### config.mk
export PLATFORM = sky130hd
export DESIGN_NAME = reservation_station_scheduler_unit
export DESIGN_NICKNAME = d
export VERILOG_FILES = /design/src/rtl/core/rss_pkg.sv /design/src/rtl/core/rss_div.sv /design/src/rtl/core/rss_ctrl.sv /design/src/rtl/core/rss_dp.sv /design/src/rtl/core/reservation_station_scheduler_unit.sv
export SDC_FILE = /design/constraint.sdc
export NUM_CORES = 2
export LEC_CHECK = 0
export BUFFER_PORTS_ARGS = -buffer_cell sky130_fd_sc_hd__buf_2
export CORE_ASPECT_RATIO = 0.6
export CORE_MARGIN = 10
export CORE_UTILIZATION = 35
export DETAILED_ROUTE_END_ITERATION = 10
export SETUP_SLACK_MARGIN = 0.05
export SYNTH_ARGS = -nofsm -noshare
export SYNTH_HDL_FRONTEND = slang
export SYNTH_HIERARCHICAL = 1
export SYNTH_SLANG_ARGS = --single-unit
### constraint.sdc
create_clock -name clk -period 20.4 [get_ports clk]
set_clock_uncertainty 0.2 [all_clocks]
set_input_delay 0 -clock clk [delete_from_list [all_inputs] [get_ports clk]]
set_output_delay 0 -clock clk [all_outputs]
set_load 0.01 [all_outputs]
### src/rtl/core/rss_pkg.sv
// Package for the reservation station scheduler: payload structs, op codes,
// controller/datapath command and status structs. No dependencies.
package rss_pkg;

	localparam int XLEN = 32;

	// operation codes
	localparam logic [2:0] OP_ADD  = 3'd0;
	localparam logic [2:0] OP_ADDI = 3'd1;
	localparam logic [2:0] OP_SUB  = 3'd2;
	localparam logic [2:0] OP_MUL  = 3'd3;
	localparam logic [2:0] OP_DIV  = 3'd4;

	// configuration register indexes
	localparam logic [1:0] CFG_ADD_LAT = 2'd0;
	localparam logic [1:0] CFG_MUL_LAT = 2'd1;
	localparam logic [1:0] CFG_DIV_LAT = 2'd2;

	typedef struct packed {
		logic        has_instruction;
		logic [2:0]  operation;
		logic [2:0]  dest_reg;
		logic [2:0]  src1_reg;
		logic [2:0]  src2_reg;
		logic signed [31:0] immediate;
	} rss_in_t;

	typedef struct packed {
		logic        issue_accepted;
		logic        add_done;
		logic [1:0]  add_station;
		logic signed [31:0] add_value;
		logic        mul_done;
		logic [2:0]  mul_station;
		logic signed [31:0] mul_value;
	} rss_out_t;

	// controller -> datapath commands
	typedef struct packed {
		logic load;       // capture the input item, start unit phase
		logic run_units;  // evaluate unit completion / countdown
		logic start_div;  // launch the divider
		logic finish;     // broadcast, dispatch, issue, latch result
	} rss_cmd_t;

	// datapath -> controller status
	typedef struct packed {
		logic need_div;   // multiply unit finishes with a divide
		logic div_done;
	} rss_sts_t;

endpackage

### src/rtl/core/rss_div.sv
// Radix-2 signed divider (truncating, divide by zero gives 0).
// Depends on rss_pkg.
module rss_div
	import rss_pkg::*;
(
	input  logic        clk,
	input  logic        arst_n,
	input  logic        start,
	input  logic [31:0] a,
	input  logic [31:0] b,
	output logic        done,
	output logic [31:0] quot
);
	logic [31:0] rem_q, quo_q, div_q;
	logic [5:0]  cnt_q;
	logic        busy_q, neg_q, zero_q;
	logic [32:0] trial;

	assign trial = {rem_q, quo_q[31]} - {1'b0, div_q};

	// one quotient bit per cycle
	always_ff @(posedge clk or negedge arst_n) begin
		if (!arst_n) begin
			busy_q <= 1'b0;
			done   <= 1'b0;
			cnt_q  <= '0;
		end else begin
			done <= 1'b0;
			if (start) begin
				busy_q <= 1'b1;
				cnt_q  <= 6'd32;
			end else if (busy_q) begin
				cnt_q <= cnt_q - 6'd1;
				if (cnt_q == 6'd1) begin
					busy_q <= 1'b0;
					done   <= 1'b1;
				end
			end
		end
	end

	always_ff @(posedge clk) begin
		if (start) begin
			rem_q  <= '0;
			quo_q  <= a[31] ? -a : a;
			div_q  <= b[31] ? -b : b;
			neg_q  <= a[31] ^ b[31];
			zero_q <= (b == 32'd0);
		end else if (busy_q) begin
			if (!trial[32]) begin
				rem_q <= trial[31:0];
				quo_q <= {quo_q[30:0], 1'b1};
			end else begin
				rem_q <= {rem_q[30:0], quo_q[31]};
				quo_q <= {quo_q[30:0], 1'b0};
			end
		end
	end

	assign quot = zero_q ? 32'd0 : (neg_q ? -quo_q : quo_q);
endmodule

### src/rtl/core/rss_ctrl.sv
// Controller state machine for one tick of the scheduler.
// Depends on rss_pkg.
module rss_ctrl
	import rss_pkg::*;
(
	input  logic     clk,
	input  logic     arst_n,
	input  logic     in_valid,
	output logic     in_ready,
	output logic     out_valid,
	input  logic     out_ready,
	input  rss_sts_t sts,
	output rss_cmd_t cmd
);
	typedef enum logic [4:0] {
		ST_IDLE = 5'b00001,
		ST_UNIT = 5'b00010,
		ST_DIV  = 5'b00100,
		ST_WAIT = 5'b01000,
		ST_FIN  = 5'b10000
	} state_t;

	state_t state_q, state_d;
	logic   ovalid_q;

	// a new tick may start once the output register is free or draining
	assign in_ready  = (state_q == ST_IDLE) && (!ovalid_q || out_ready);
	assign out_valid = ovalid_q;

	always_comb begin
		state_d = state_q;
		cmd     = '0;
		case (state_q)
			ST_IDLE: begin
				if (in_valid && in_ready) begin
					cmd.load = 1'b1;
					state_d  = ST_UNIT;
				end
			end
			ST_UNIT: begin
				cmd.run_units = 1'b1;
				state_d = ST_DIV;
			end
			ST_DIV: begin
				if (sts.need_div) begin
					cmd.start_div = 1'b1;
					state_d = ST_WAIT;
				end else begin
					state_d = ST_FIN;
				end
			end
			ST_WAIT: begin
				if (sts.div_done) state_d = ST_FIN;
			end
			ST_FIN: begin
				cmd.finish = 1'b1;
				state_d = ST_IDLE;
			end
			default: state_d = ST_IDLE;
		endcase
	end

	always_ff @(posedge clk or negedge arst_n) begin
		if (!arst_n) begin
			state_q  <= ST_IDLE;
			ovalid_q <= 1'b0;
		end else begin
			state_q <= state_d;
			if (cmd.finish) ovalid_q <= 1'b1;
			else if (out_ready) ovalid_q <= 1'b0;
		end
	end
endmodule

### src/rtl/core/rss_dp.sv
// Datapath: registers, rename table, stations, units, output register.
// Depends on rss_pkg and rss_div.
module rss_dp
	import rss_pkg::*;
#(
	parameter int NUM_REGS     = 5,
	parameter int ADD_STATIONS = 3,
	parameter int MUL_STATIONS = 2
) (
	input  logic     clk,
	input  logic     arst_n,
	input  rss_cmd_t cmd,
	output rss_sts_t sts,
	input  rss_in_t  in_data,
	input  logic [5:0] add_lat,
	input  logic [5:0] mul_lat,
	input  logic [5:0] div_lat,
	output rss_out_t out_data
);
	localparam int NST = ADD_STATIONS + MUL_STATIONS;
	localparam int TW  = $clog2(NST + 1);
	localparam int SW  = (NST > 1) ? $clog2(NST) : 1;
	localparam int RW  = $clog2(NUM_REGS + 1);

	typedef struct packed {
		logic          busy;
		logic          alt;
		logic [SW-1:0] st;
		logic [5:0]    cnt;
	} unit_t;

	logic [31:0]   regv_q [NUM_REGS];
	logic [TW-1:0] tag_q  [NUM_REGS];
	logic          sbusy_q [NST];
	logic          sra_q   [NST];
	logic          srb_q   [NST];
	logic          salt_q  [NST];
	logic [31:0]   sa_q    [NST];
	logic [31:0]   sb_q    [NST];
	unit_t         au_q, mu_q;
	logic [31:0]   aop0_q, aop1_q, mop0_q, mop1_q;
	logic          first_q;
	rss_in_t       item_q;

	// unit phase results, registered between cycles
	logic          adone_s1, mdone_s1;
	logic [31:0]   aval_s1, prod_s1;
	logic [NST-1:0] ready_s1;
	logic          div_done;
	logic [31:0]   quot;

	rss_div u_div (
		.clk   (clk),
		.arst_n(arst_n),
		.start (cmd.start_div),
		.a     (mop0_q),
		.b     (mop1_q),
		.done  (div_done),
		.quot  (quot)
	);

	logic a_fire, m_fire;
	assign a_fire = !first_q && au_q.busy && (au_q.cnt == 6'd0);
	assign m_fire = !first_q && mu_q.busy && (mu_q.cnt == 6'd0);
	assign sts.need_div = mdone_s1 && mu_q.alt;
	assign sts.div_done = div_done;

	// final tick combinational view
	logic [31:0] mres;
	logic [TW-1:0] atag, mtag;
	assign mres = mu_q.alt ? quot : prod_s1;
	assign atag = TW'(au_q.st) + TW'(1);
	assign mtag = TW'(mu_q.st) + TW'(1);

	logic        op_ok, is_mul, alt_op, found;
	logic [SW-1:0] free_s;
	always_comb begin
		op_ok  = (item_q.operation <= OP_DIV)
			&& item_q.dest_reg != 3'd0 && 32'(item_q.dest_reg) <= NUM_REGS
			&& item_q.src1_reg != 3'd0 && 32'(item_q.src1_reg) <= NUM_REGS
			&& (item_q.operation == OP_ADDI
				|| (item_q.src2_reg != 3'd0 && 32'(item_q.src2_reg) <= NUM_REGS));
		is_mul = (item_q.operation == OP_MUL) || (item_q.operation == OP_DIV);
		alt_op = (item_q.operation == OP_SUB) || (item_q.operation == OP_DIV);
		found  = 1'b0;
		free_s = '0;
		// lowest free station of the class, after the completing ones free
		for (int s = NST - 1; s >= 0; s--) begin
			if ((is_mul ? (s >= ADD_STATIONS) : (s < ADD_STATIONS))
				&& !(sbusy_q[s] && !(adone_s1 && au_q.st == SW'(s))
					&& !(mdone_s1 && mu_q.st == SW'(s)))) begin
				found  = 1'b1;
				free_s = SW'(s);
			end
		end
	end

	// post-broadcast register view for source reads
	function automatic logic [31:0] bval(input logic [TW-1:0] t, input logic [31:0] v,
		input logic ad, input logic md, input logic [TW-1:0] at, input logic [TW-1:0] mt,
		input logic [31:0] av, input logic [31:0] mv, output logic pend);
		logic [31:0] r;
		r = v;
		pend = (t != '0);
		if (pend && ad && t == at) begin r = av; pend = 1'b0; end
		if (pend && md && t == mt) begin r = mv; pend = 1'b0; end
		if (pend) r = 32'(t);
		return r;
	endfunction

	logic [RW-1:0] k1, k2, kd;
	logic [31:0] v1, v2;
	logic        p1, p2, accept;
	always_comb begin
		k1 = RW'(item_q.src1_reg - 3'd1);
		k2 = RW'(item_q.src2_reg - 3'd1);
		kd = RW'(item_q.dest_reg - 3'd1);
		v1 = bval(tag_q[k1], regv_q[k1], adone_s1, mdone_s1, atag, mtag,
			aval_s1, mres, p1);
		v2 = bval(tag_q[k2], regv_q[k2], adone_s1, mdone_s1, atag, mtag,
			aval_s1, mres, p2);
		accept = item_q.has_instruction && op_ok && found;
	end

	// latency selection at dispatch
	function automatic logic [5:0] lat1(input logic [5:0] l);
		return (l == 6'd0) ? 6'd0 : l - 6'd1;
	endfunction

	always_ff @(posedge clk or negedge arst_n) begin
		if (!arst_n) begin
			for (int r = 0; r < NUM_REGS; r++) tag_q[r] <= '0;
			for (int s = 0; s < NST; s++) sbusy_q[s] <= 1'b0;
			au_q     <= '0;
			mu_q     <= '0;
			first_q  <= 1'b1;
			adone_s1 <= 1'b0;
			mdone_s1 <= 1'b0;
			for (int r = 0; r < NUM_REGS; r++) regv_q[r] <= 32'(2 * r);
		end else begin
			if (cmd.load) adone_s1 <= 1'b0;
			// unit phase: capture readiness, compute, count down
			if (cmd.run_units) begin
				adone_s1 <= a_fire;
				mdone_s1 <= m_fire;
				if (!first_q && au_q.busy && au_q.cnt != 6'd0) au_q.cnt <= au_q.cnt - 6'd1;
				if (!first_q && mu_q.busy && mu_q.cnt != 6'd0) mu_q.cnt <= mu_q.cnt - 6'd1;
			end
			if (cmd.finish) begin
				logic ad_free, md_free, adisp, mdisp;
				ad_free = !au_q.busy || adone_s1;
				md_free = !mu_q.busy || mdone_s1;
				adisp = 1'b0;
				mdisp = 1'b0;
				first_q <= 1'b0;
				// broadcast and free stations
				for (int s = 0; s < NST; s++) begin
					if ((adone_s1 && au_q.st == SW'(s)) || (mdone_s1 && mu_q.st == SW'(s)))
						sbusy_q[s] <= 1'b0;
					else if (sbusy_q[s]) begin
						if (!sra_q[s] && adone_s1 && sa_q[s] == 32'(atag)) begin
							sa_q[s] <= aval_s1; sra_q[s] <= 1'b1;
						end else if (!sra_q[s] && mdone_s1 && sa_q[s] == 32'(mtag)) begin
							sa_q[s] <= mres; sra_q[s] <= 1'b1;
						end
						if (!srb_q[s] && adone_s1 && sb_q[s] == 32'(atag)) begin
							sb_q[s] <= aval_s1; srb_q[s] <= 1'b1;
						end else if (!srb_q[s] && mdone_s1 && sb_q[s] == 32'(mtag)) begin
							sb_q[s] <= mres; srb_q[s] <= 1'b1;
						end
					end
				end
				for (int r = 0; r < NUM_REGS; r++) begin
					if (adone_s1 && tag_q[r] == atag) begin
						tag_q[r] <= '0; regv_q[r] <= aval_s1;
					end else if (mdone_s1 && tag_q[r] == mtag) begin
						tag_q[r] <= '0; regv_q[r] <= mres;
					end
				end
				if (adone_s1) au_q.busy <= 1'b0;
				if (mdone_s1) mu_q.busy <= 1'b0;
				// dispatch lowest ready station (readiness from before broadcast);
				// the station that just completed is free and is skipped
				if (!first_q) begin
					for (int s = 0; s < NST; s++) begin
						if (s < ADD_STATIONS && ad_free && !adisp && ready_s1[s]
							&& !(adone_s1 && au_q.st == SW'(s))) begin
							adisp = 1'b1;
							au_q <= '{busy: 1'b1, alt: salt_q[s], st: SW'(s),
								cnt: lat1(add_lat)};
							aop0_q <= sa_q[s]; aop1_q <= sb_q[s];
						end
						if (s >= ADD_STATIONS && md_free && !mdisp && ready_s1[s]
							&& !(mdone_s1 && mu_q.st == SW'(s))) begin
							mdisp = 1'b1;
							mu_q <= '{busy: 1'b1, alt: salt_q[s], st: SW'(s),
								cnt: lat1(salt_q[s] ? div_lat : mul_lat)};
							mop0_q <= sa_q[s]; mop1_q <= sb_q[s];
						end
					end
				end
				// issue into the lowest free station
				if (accept) begin
					sbusy_q[free_s] <= 1'b1;
					salt_q[free_s]  <= alt_op;
					sa_q[free_s]    <= v1;
					sra_q[free_s]   <= !p1;
					if (item_q.operation == OP_ADDI) begin
						sb_q[free_s]  <= item_q.immediate;
						srb_q[free_s] <= 1'b1;
					end else begin
						sb_q[free_s]  <= v2;
						srb_q[free_s] <= !p2;
					end
					tag_q[kd] <= TW'(free_s) + TW'(1);
				end
			end
		end
	end

	// payload registers of the unit phase and the output
	always_ff @(posedge clk) begin
		if (cmd.load) item_q <= in_data;
		if (cmd.run_units) begin
			aval_s1 <= au_q.alt ? aop0_q - aop1_q : aop0_q + aop1_q;
			prod_s1 <= mop0_q * mop1_q;
			for (int s = 0; s < NST; s++)
				ready_s1[s] <= sbusy_q[s] && sra_q[s] && srb_q[s];
		end
		if (cmd.finish) begin
			out_data.issue_accepted <= accept;
			out_data.add_done    <= adone_s1;
			out_data.add_station <= adone_s1 ? 2'(atag) : 2'd0;
			out_data.add_value   <= adone_s1 ? aval_s1 : 32'd0;
			out_data.mul_done    <= mdone_s1;
			out_data.mul_station <= mdone_s1 ? 3'(mtag) : 3'd0;
			out_data.mul_value   <= mdone_s1 ? mres : 32'd0;
		end
	end
endmodule

### src/rtl/core/reservation_station_scheduler_unit.sv
// Top level of the reservation station scheduler: APB registers, controller,
// datapath. Depends on rss_pkg, rss_ctrl, rss_dp.
//
// channel  | handshake              | payload
// in       | in_valid / in_ready    | in_data  (rss_in_t), one tick
// out      | out_valid / out_ready  | out_data (rss_out_t)
// cfg      | psel penable pwrite    | paddr, pwdata, prdata
//
// A tick steps through load, unit phase, check and finish; a tick whose
// multiply unit completes a divide also waits for the radix-2 divider.
// Reset is asynchronous: registers at 0,2,4..., stations empty, units idle.
// A new tick starts only once the previous result register is free or taken.
module reservation_station_scheduler_unit
	import rss_pkg::*;
#(
	parameter int NUM_REGS     = 5,
	parameter int ADD_STATIONS = 3,
	parameter int MUL_STATIONS = 2
) (
	input  logic        clk,
	input  logic        arst_n,
	input  logic        in_valid,
	output logic        in_ready,
	input  rss_in_t     in_data,
	output logic        out_valid,
	input  logic        out_ready,
	output rss_out_t    out_data,
	input  logic        psel,
	input  logic        penable,
	input  logic        pwrite,
	input  logic [3:0]  paddr,
	input  logic [31:0] pwdata,
	output logic [31:0] prdata,
	output logic        pready
);
	logic [5:0] add_lat_q, mul_lat_q, div_lat_q;
	rss_cmd_t   cmd;
	rss_sts_t   sts;

	assign pready = 1'b1;

	// configuration writes
	always_ff @(posedge clk or negedge arst_n) begin
		if (!arst_n) begin
			add_lat_q <= 6'd2;
			mul_lat_q <= 6'd10;
			div_lat_q <= 6'd40;
		end else if (psel && penable && pwrite) begin
			case (paddr[3:2])
				CFG_ADD_LAT: add_lat_q <= pwdata[5:0];
				CFG_MUL_LAT: mul_lat_q <= pwdata[5:0];
				CFG_DIV_LAT: div_lat_q <= pwdata[5:0];
				default: ;
			endcase
		end
	end

	// register readback
	always_comb begin
		case (paddr[3:2])
			CFG_ADD_LAT: prdata = {26'd0, add_lat_q};
			CFG_MUL_LAT: prdata = {26'd0, mul_lat_q};
			CFG_DIV_LAT: prdata = {26'd0, div_lat_q};
			default:     prdata = 32'd0;
		endcase
	end

	rss_ctrl u_ctrl (
		.clk      (clk),
		.arst_n   (arst_n),
		.in_valid (in_valid),
		.in_ready (in_ready),
		.out_valid(out_valid),
		.out_ready(out_ready),
		.sts      (sts),
		.cmd      (cmd)
	);

	rss_dp #(
		.NUM_REGS    (NUM_REGS),
		.ADD_STATIONS(ADD_STATIONS),
		.MUL_STATIONS(MUL_STATIONS)
	) u_dp (
		.clk     (clk),
		.arst_n  (arst_n),
		.cmd     (cmd),
		.sts     (sts),
		.in_data (in_data),
		.add_lat (add_lat_q),
		.mul_lat (mul_lat_q),
		.div_lat (div_lat_q),
		.out_data(out_data)
	);
endmodule
Word-level counts from Yosys, hierarchy flattened
Memories as Yosys holds them, arrays and structs flattened.
Cells that the tools add are included.
- flip-flop bits (word level): 649
- RAM bits: 335
- input port bits: 88
- word-level logic and storage cells: 704
- memories kept: 5
- memories (memory ; depth ; bits a word ; read ports ; clocked after Yosys merged registers in ; wr ports ; RTL line ; source):
    u_dp.sa_q ; 5 ; 32 ; 5 ; 0 ; 6 ; rss_dp.sv:38 ; logic [31:0] sa_q [NST];
    u_dp.sb_q ; 5 ; 32 ; 5 ; 0 ; 6 ; rss_dp.sv:39 ; logic [31:0] sb_q [NST];
    u_dp.salt_q ; 5 ; 1 ; 5 ; 0 ; 1 ; rss_dp.sv:37 ; logic salt_q [NST];
    u_dp.sra_q ; 5 ; 1 ; 5 ; 0 ; 6 ; rss_dp.sv:35 ; logic sra_q [NST];
    u_dp.srb_q ; 5 ; 1 ; 5 ; 0 ; 6 ; rss_dp.sv:36 ; logic srb_q [NST];
- $add $sub $neg: 18
- multiply operators: 1
- magnitude comparators: 10
- equality and inequality tests: 56
- mux-type cells: 291
- bitwise logic cells: 29
- reduce and logical (&&, ||, !) cells: 234
- operators with widths (cell ; number):
    32-bit two-way mux ; 49
    32-bit by 3-bit equality test with 1-bit output ; 20
    32-bit binary-select mux with 3-bit select ; 2
    1-bit two-way mux ; 182
    1-bit logical AND ; 150
    32-bit negation ; 3
    6-bit two-way mux ; 13
    11-bit two-way mux ; 7
    3-bit two-way mux ; 25
    3-bit equality test ; 14
    6-bit by 1-bit subtractor with 6-bit output (second input constant) ; 6
    1-bit zero test ; 34
    33-bit by 32-bit subtractor with 33-bit output ; 1
    32-bit adder ; 1
    32-bit zero test ; 1
    32-bit by 32-bit multiplier with 32-bit output ; 1
    32-bit subtractor ; 1
    31-bit two-way mux ; 1
    6-bit zero test ; 5
    1-bit OR ; 22
    5-bit two-way mux ; 4
    5-bit case mux with 4 select lines ; 1
    3-bit binary-select mux with 3-bit select ; 2
    3-bit by 2-bit equality test with 1-bit output (second input constant) ; 6
    35 further kinds ; 88

Logic depth before layout (Yosys ltp)
- word-level depth: 21
- depth in mapped cells: 27
- depth with buffers taken out: 25

Hierarchy
Netlist, hierarchy kept.
- by module, submodules not included (module ; times used ; cells an instance ; area an instance (µm²) ; sequential area each (µm²)):
    rss_dp ; 1 ; 6743 ; 63352.0 ; 24445.9
    rss_div ; 1 ; 944 ; 8275.4 ; 2822.7
    reservation_station_scheduler_unit ; 1 ; 90 ; 1069.8 ; 456.7
    rss_ctrl ; 1 ; 36 ; 349.1 ; 151.4

Worst setup path before layout
No wires, ideal clock.
- path kind: register to register
- start: reg u_ctrl.state_q[3]
- end: mem u_dp.sa_q[4][0], enable pin
- setup time: 0.427 ns
- data arrival time: 9.257 ns
- data required time: 19.773 ns
- slack: 10.517 ns
- cell stages (with the launch flop): 10
- path buffers: 3
- period minus slack after synthesis: 9.883 ns
- path through: dfrtp_1 buf_6 or3_4 nor3b_1 buf_2 and2_1 clkbuf_1 nand2_1 or3_1 o21ai_1
- RTL lines (element ; RTL line ; source):
    start: declaration ; rss_ctrl.sv:23 ; state_t state_q, state_d;
    start signal: assignment ; rss_ctrl.sv:68 ; state_q <= state_d;
    end: declaration ; rss_dp.sv:38 ;

Worst setup path after layout
- start: reg u_dp.mop0_q[8]
- end: reg u_dp.prod_s1[30], data pin
- word-level cells in the longest chain between the ends: 1
- RTL lines (element ; RTL line ; source):
    start: declaration ; rss_dp.sv:41 ; logic [31:0] aop0_q, aop1_q, mop0_q, mop1_q;
    start signal: assignment ; rss_dp.sv:198 ; mop0_q <= sa_q[s]; mop1_q <= sb_q[s];
    32-bit by 32-bit multiplier with 32-bit output ; rss_dp.sv:226 ; prod_s1 <= mop0_q * mop1_q;
    end signal: assignment ; rss_dp.sv:226 ;
    end: declaration ; rss_dp.sv:47 ; logic [31:0] aval_s1, prod_s1;
No other way between the ends.
A chain may end at the register's enable or synchronous reset.

==> run_results.csv <==
group,metric,value,unit
critical_path,critPathKind,"reg2reg",
floorplanning,row_count,129,
floorplanning,die_x,610,um
outcome,status,"complete, but fails checks",
floorplanning,initial_core_util,0.353,
synth,ys_seq_area_frac,0.382,
place,portBuffers,138,
synth,yosys.area.top_type_share,0.289,
routing,drc,0,
timing,maxSlewHeadroom,0.0207,
critical_path,critical_path.max_stage_delay,1040,ps
place,place_inst,10300,
final_layout,final_cells,10600,
outcome,failed_checks,"hold timing",
timing,rsz0062_at_grt,"no",
synth,synth_cells,7813,
clock_network,cts_made_buffers,93,
grt,grt_util_all_layers,0.217,
critical_path,arrival,8620,ps
timing,setup_viol,0,
grt,grt-ovfl-total,0,
grt,grt_pass1_wl,381,mm
critical_path,cp-start-kind,"flop",
worst_hold_path,hold_class,"in2reg",
routing,postRouteAntennaNets,0,
critical_path,r2r-end,"u_dp/prod_s1[30]$_DFFE_PP_",
routing,first_iter_violations,7585,
final_layout,postLayoutCellArea,80800,um2
final_layout,area_growth_syn_to_layout,10.7,%
critical_path,path_cells,"buf_4 -> and2_1 -> fa_1 -> fa_1 -> fa_1 -> inv_1 -> fa_1 -> inv_1 -> fa_1 -> ha_1 -> fa_1 -> fa_1 -> ha_1 -> and3_1 -> nand2_1 -> nor4b_1 -> o31ai_1 -> o21ai_0 -> a211oi_1 -> nor3b_1 -> nor3_1 -> xnor2_1",
timing,hold_ws,-34.7,ps
critical_path,cpMaxStageDelayCell,"edfxtp_1",
floorplanning,io_pins,195,
synth,synthArstFlopShare,0.240,
synth,postSynthAreaPerCell,9.35,um2
pwr,peakVddDrop,0.0000800,V
synth,yosysWarnings,6,
synth,synth_edf_count,704,
synth,synth_seq_cells,981,
critical_path,r2r_slack,11990,ps
critical_path,ff2ff_path_depth,22,
clock_network,max-clock-path-buffers,3,
routing,drt_pass1_iterations,6,
critical_path,path_max_fanout,17,
final_layout,nets,8479,
final_layout,fin_util,0.391,
critical_path,cpMostUsedCell,"fa_1",
floorplanning,die_area,228000,um2
place,place_area,76500,um2
timing,setup_tns,0,ps
synth,synth_top_cell_by_area,"edfxtp_1",
routing,routed_wl,256,mm
routing,wl_per_cell,24.2,um
place,gp_congestion,0.917,
clock_network,cts_num_sinks,981,
pwr,p_per_area,87.3,nW/um2
run,max-cap-violations,0,
synth,ys.flop_type,"edfxtp_1",
critical_path,cp_num_buf_inv,3,
critical_path,cp_data_required_time,20610,ps
worst_hold_path,hold_path_end,"u_dp/item_q[19]$_DFFE_PP_",
pwr,p_leak,32.6,nW
worst_hold_path,hp-start,"in_data[19]",
clock_network,cts_tree,"done",
timing,worst_pin_slew,1470,ps
timing,max_freq,119,MHz
timing,period_needed,8410,ps
final_layout,layout-drive-gt1-share,0.0979,
synth,syn_area,73000,um2
grt,grt_pass1_vias,57400,
synth,synth_cell_type_count,111,
critical_path,endpoint_kind,"flop",
timing,final_hold_viol_count,3,
grt,antenna_found_initial,11,
clock_network,htree_num_levels,3,
critical_path,reg2reg_from,"u_dp/mop0_q[8]$_DFFE_PP_",
clock_network,cts-resized-gates,0,
clock_network,cts_root_buf,"clkbuf_16",
floorplanning,dieHeight,374,um
timing,drv_slew,0,
routing,num_vias,60000,
clock_network,clkTransAtPathRegs,70,ps
critical_path,path_delay_family,"adder cells",
synth,synth_area_leaders,"edfxtp_1, fa_1, dfrtp_1, nand2_1, o21ai_0",
worst_hold_path,hold_depth,2,
routing,post_drt_via_cell_ratio,5.66,
clock_network,clkLatencyLatePin,710,ps
floorplanning,core-area,207000,um2
place,place_hpwl,182,mm
timing,finalCritPeriodShare,0.412,
grt,grt_start_max_net_pins,120,
worst max path at each step:
stage | endpoint | cells after the start | slack [ps] | start
2_1_floorplan | u_dp/sa_q[4][0]$_DFFE_PP_ | 9 | 10520 | u_ctrl/state_q[3]$_DFFE_PN0P_
3_3_place_gp | u_dp/prod_s1[30]$_DFFE_PP_ | 22 | 12220 | u_dp/mop0_q[8]$_DFFE_PP_
3_5_place_dp | u_dp/prod_s1[30]$_DFFE_PP_ | 22 | 12180 | u_dp/mop0_q[8]$_DFFE_PP_
4_1_cts | u_dp/prod_s1[30]$_DFFE_PP_ | 22 | 12090 | u_dp/mop0_q[8]$_DFFE_PP_
5_1_grt | u_dp/prod_s1[30]$_DFFE_PP_ | 22 | 11570 | u_dp/mop0_q[8]$_DFFE_PP_
6_report | u_dp/prod_s1[30]$_DFFE_PP_ | 22 | 11990 | u_dp/mop0_q[8]$_DFFE_PP_
where the power goes:
part           switching (W)  leakage (nW)  internal (W)
clock network       0.000840          1.57       0.00103
registers           0.000107          9.92       0.00236
logic                0.00178          21.2      0.000939
total                0.00273          32.6       0.00432
worst reg2reg max path: cells and delay by family, from the launching register on:
family | cells | cell delay (ps)
and+or+nand+nor | 6 | 1330
DFF | 1 | 1040
buffers and inverters | 3 | 520
xor gates and xnor gates | 1 | 130
AOI/OAI and AO/OA | 3 | 890
adders and majority gates | 9 | 4030
sequential cells by signal (all words and copies together), names as in the netlist, 10 cells and up:
signal            count
u_dp/sb_q           160
u_dp/item_q          45
u_dp/u_div/div_q     32
u_dp/u_div/rem_q     32
u_dp/prod_s1         32
u_dp/tag_q           15
u_dp/sa_q           160
u_dp/aop0_q          32
u_dp/out_data        71
u_dp/aop1_q          32
u_dp/regv_q         160
u_dp/aval_s1         32
u_dp/u_div/quo_q     32
u_dp/mop1_q          32
u_dp/mu_q            10
u_dp/au_q            10
u_dp/mop0_q          32
cell families (layout without fill, tap and decap cells):
group | count (synthesis) | count (layout) | synth area share
DFF | 981 | 981 | 0.382
other | 3 | 31 | 0.000154
buffers and inverters | 1118 | 1121 | 0.0608
xor gates and xnor gates | 364 | 364 | 0.0438
AOI/OAI and AO/OA | 1833 | 1833 | 0.148
and+or+nand+nor | 2580 | 2580 | 0.165
adders and majority gates | 630 | 630 | 0.150
muxes | 304 | 304 | 0.0500
per-stage QoR:
step                total power (W)  hold slack, ps  setup WS, ps
floorplan                   0.00421            -496         10520
detailed placement          0.00510            -315         12180
global route                0.00737            22.2         11570
finish                      0.00705           -34.7         11990
CTS                         0.00699           0.552         12090
global placement            0.00505            -318         12220
area by class of cell:
class / count / area, um2
antenna: 3 / 7.51
clock buffer: 129 / 2670
clock inverter: 46 / 513
fill: 20200 / 126000
inverter: 501 / 1880
multi-input combinational: 5739 / 41100
sequential: 981 / 27900
tap: 2751 / 3440
timing repair buffer: 445 / 3300
cells in the final DEF, fill, tap and decap left out, drive strengths merged, types with 223 or more instances in the layout:
master,count
edfxtp,704
nor2,246
dfrtp,223
buf,334
o21ai,1070
xnor2,223
nand2,1408
fa,410
inv,503
and2,378
a21oi,225
per-layer routing:
layer  vias up  share of wire  track usage  wire, um
li1      26800              -            -         -
met1     29400           0.45        0.328    114000
met2      3450           0.38        0.283     96400
met3       327           0.15       0.0857     39000
met4        14          0.026       0.0532      6650
met5         -        0.00036            0        93
Yosys cell counts, drive strengths merged, types with 9 or more instances:
cell type / number
mux2i: 178
dfrtp: 223
xor2: 141
buf: 109
a211oi: 39
nand3: 87
nor2b: 22
mux2: 88
nand4: 49
o21ai: 1070
or4: 29
or3: 25
dfxtp: 42
o211ai: 145
o21a: 49
o21bai: 13
nor2: 246
clkbuf: 508
ha: 220
nand2b: 34
a21oi: 225
mux4: 38
a31oi: 15
and3: 60
inv: 499
fa: 410
a221oi: 29
xnor2: 223
nor4: 124
nand2: 1408
o31ai: 66
o22ai: 48
a22oi: 9
nand3b: 13
and2: 378
o41ai: 16
a21o: 37
a31o: 9
nor3b: 14
edfxtp: 704
dfstp: 12
nor3: 63
what timing repair did:
action | CTS | global route
hold buffers | 112 | 0
hold endpoints to repair | 231 | 0
buffers inserted | 0 | 0
(Power assumes the default switching activity.)
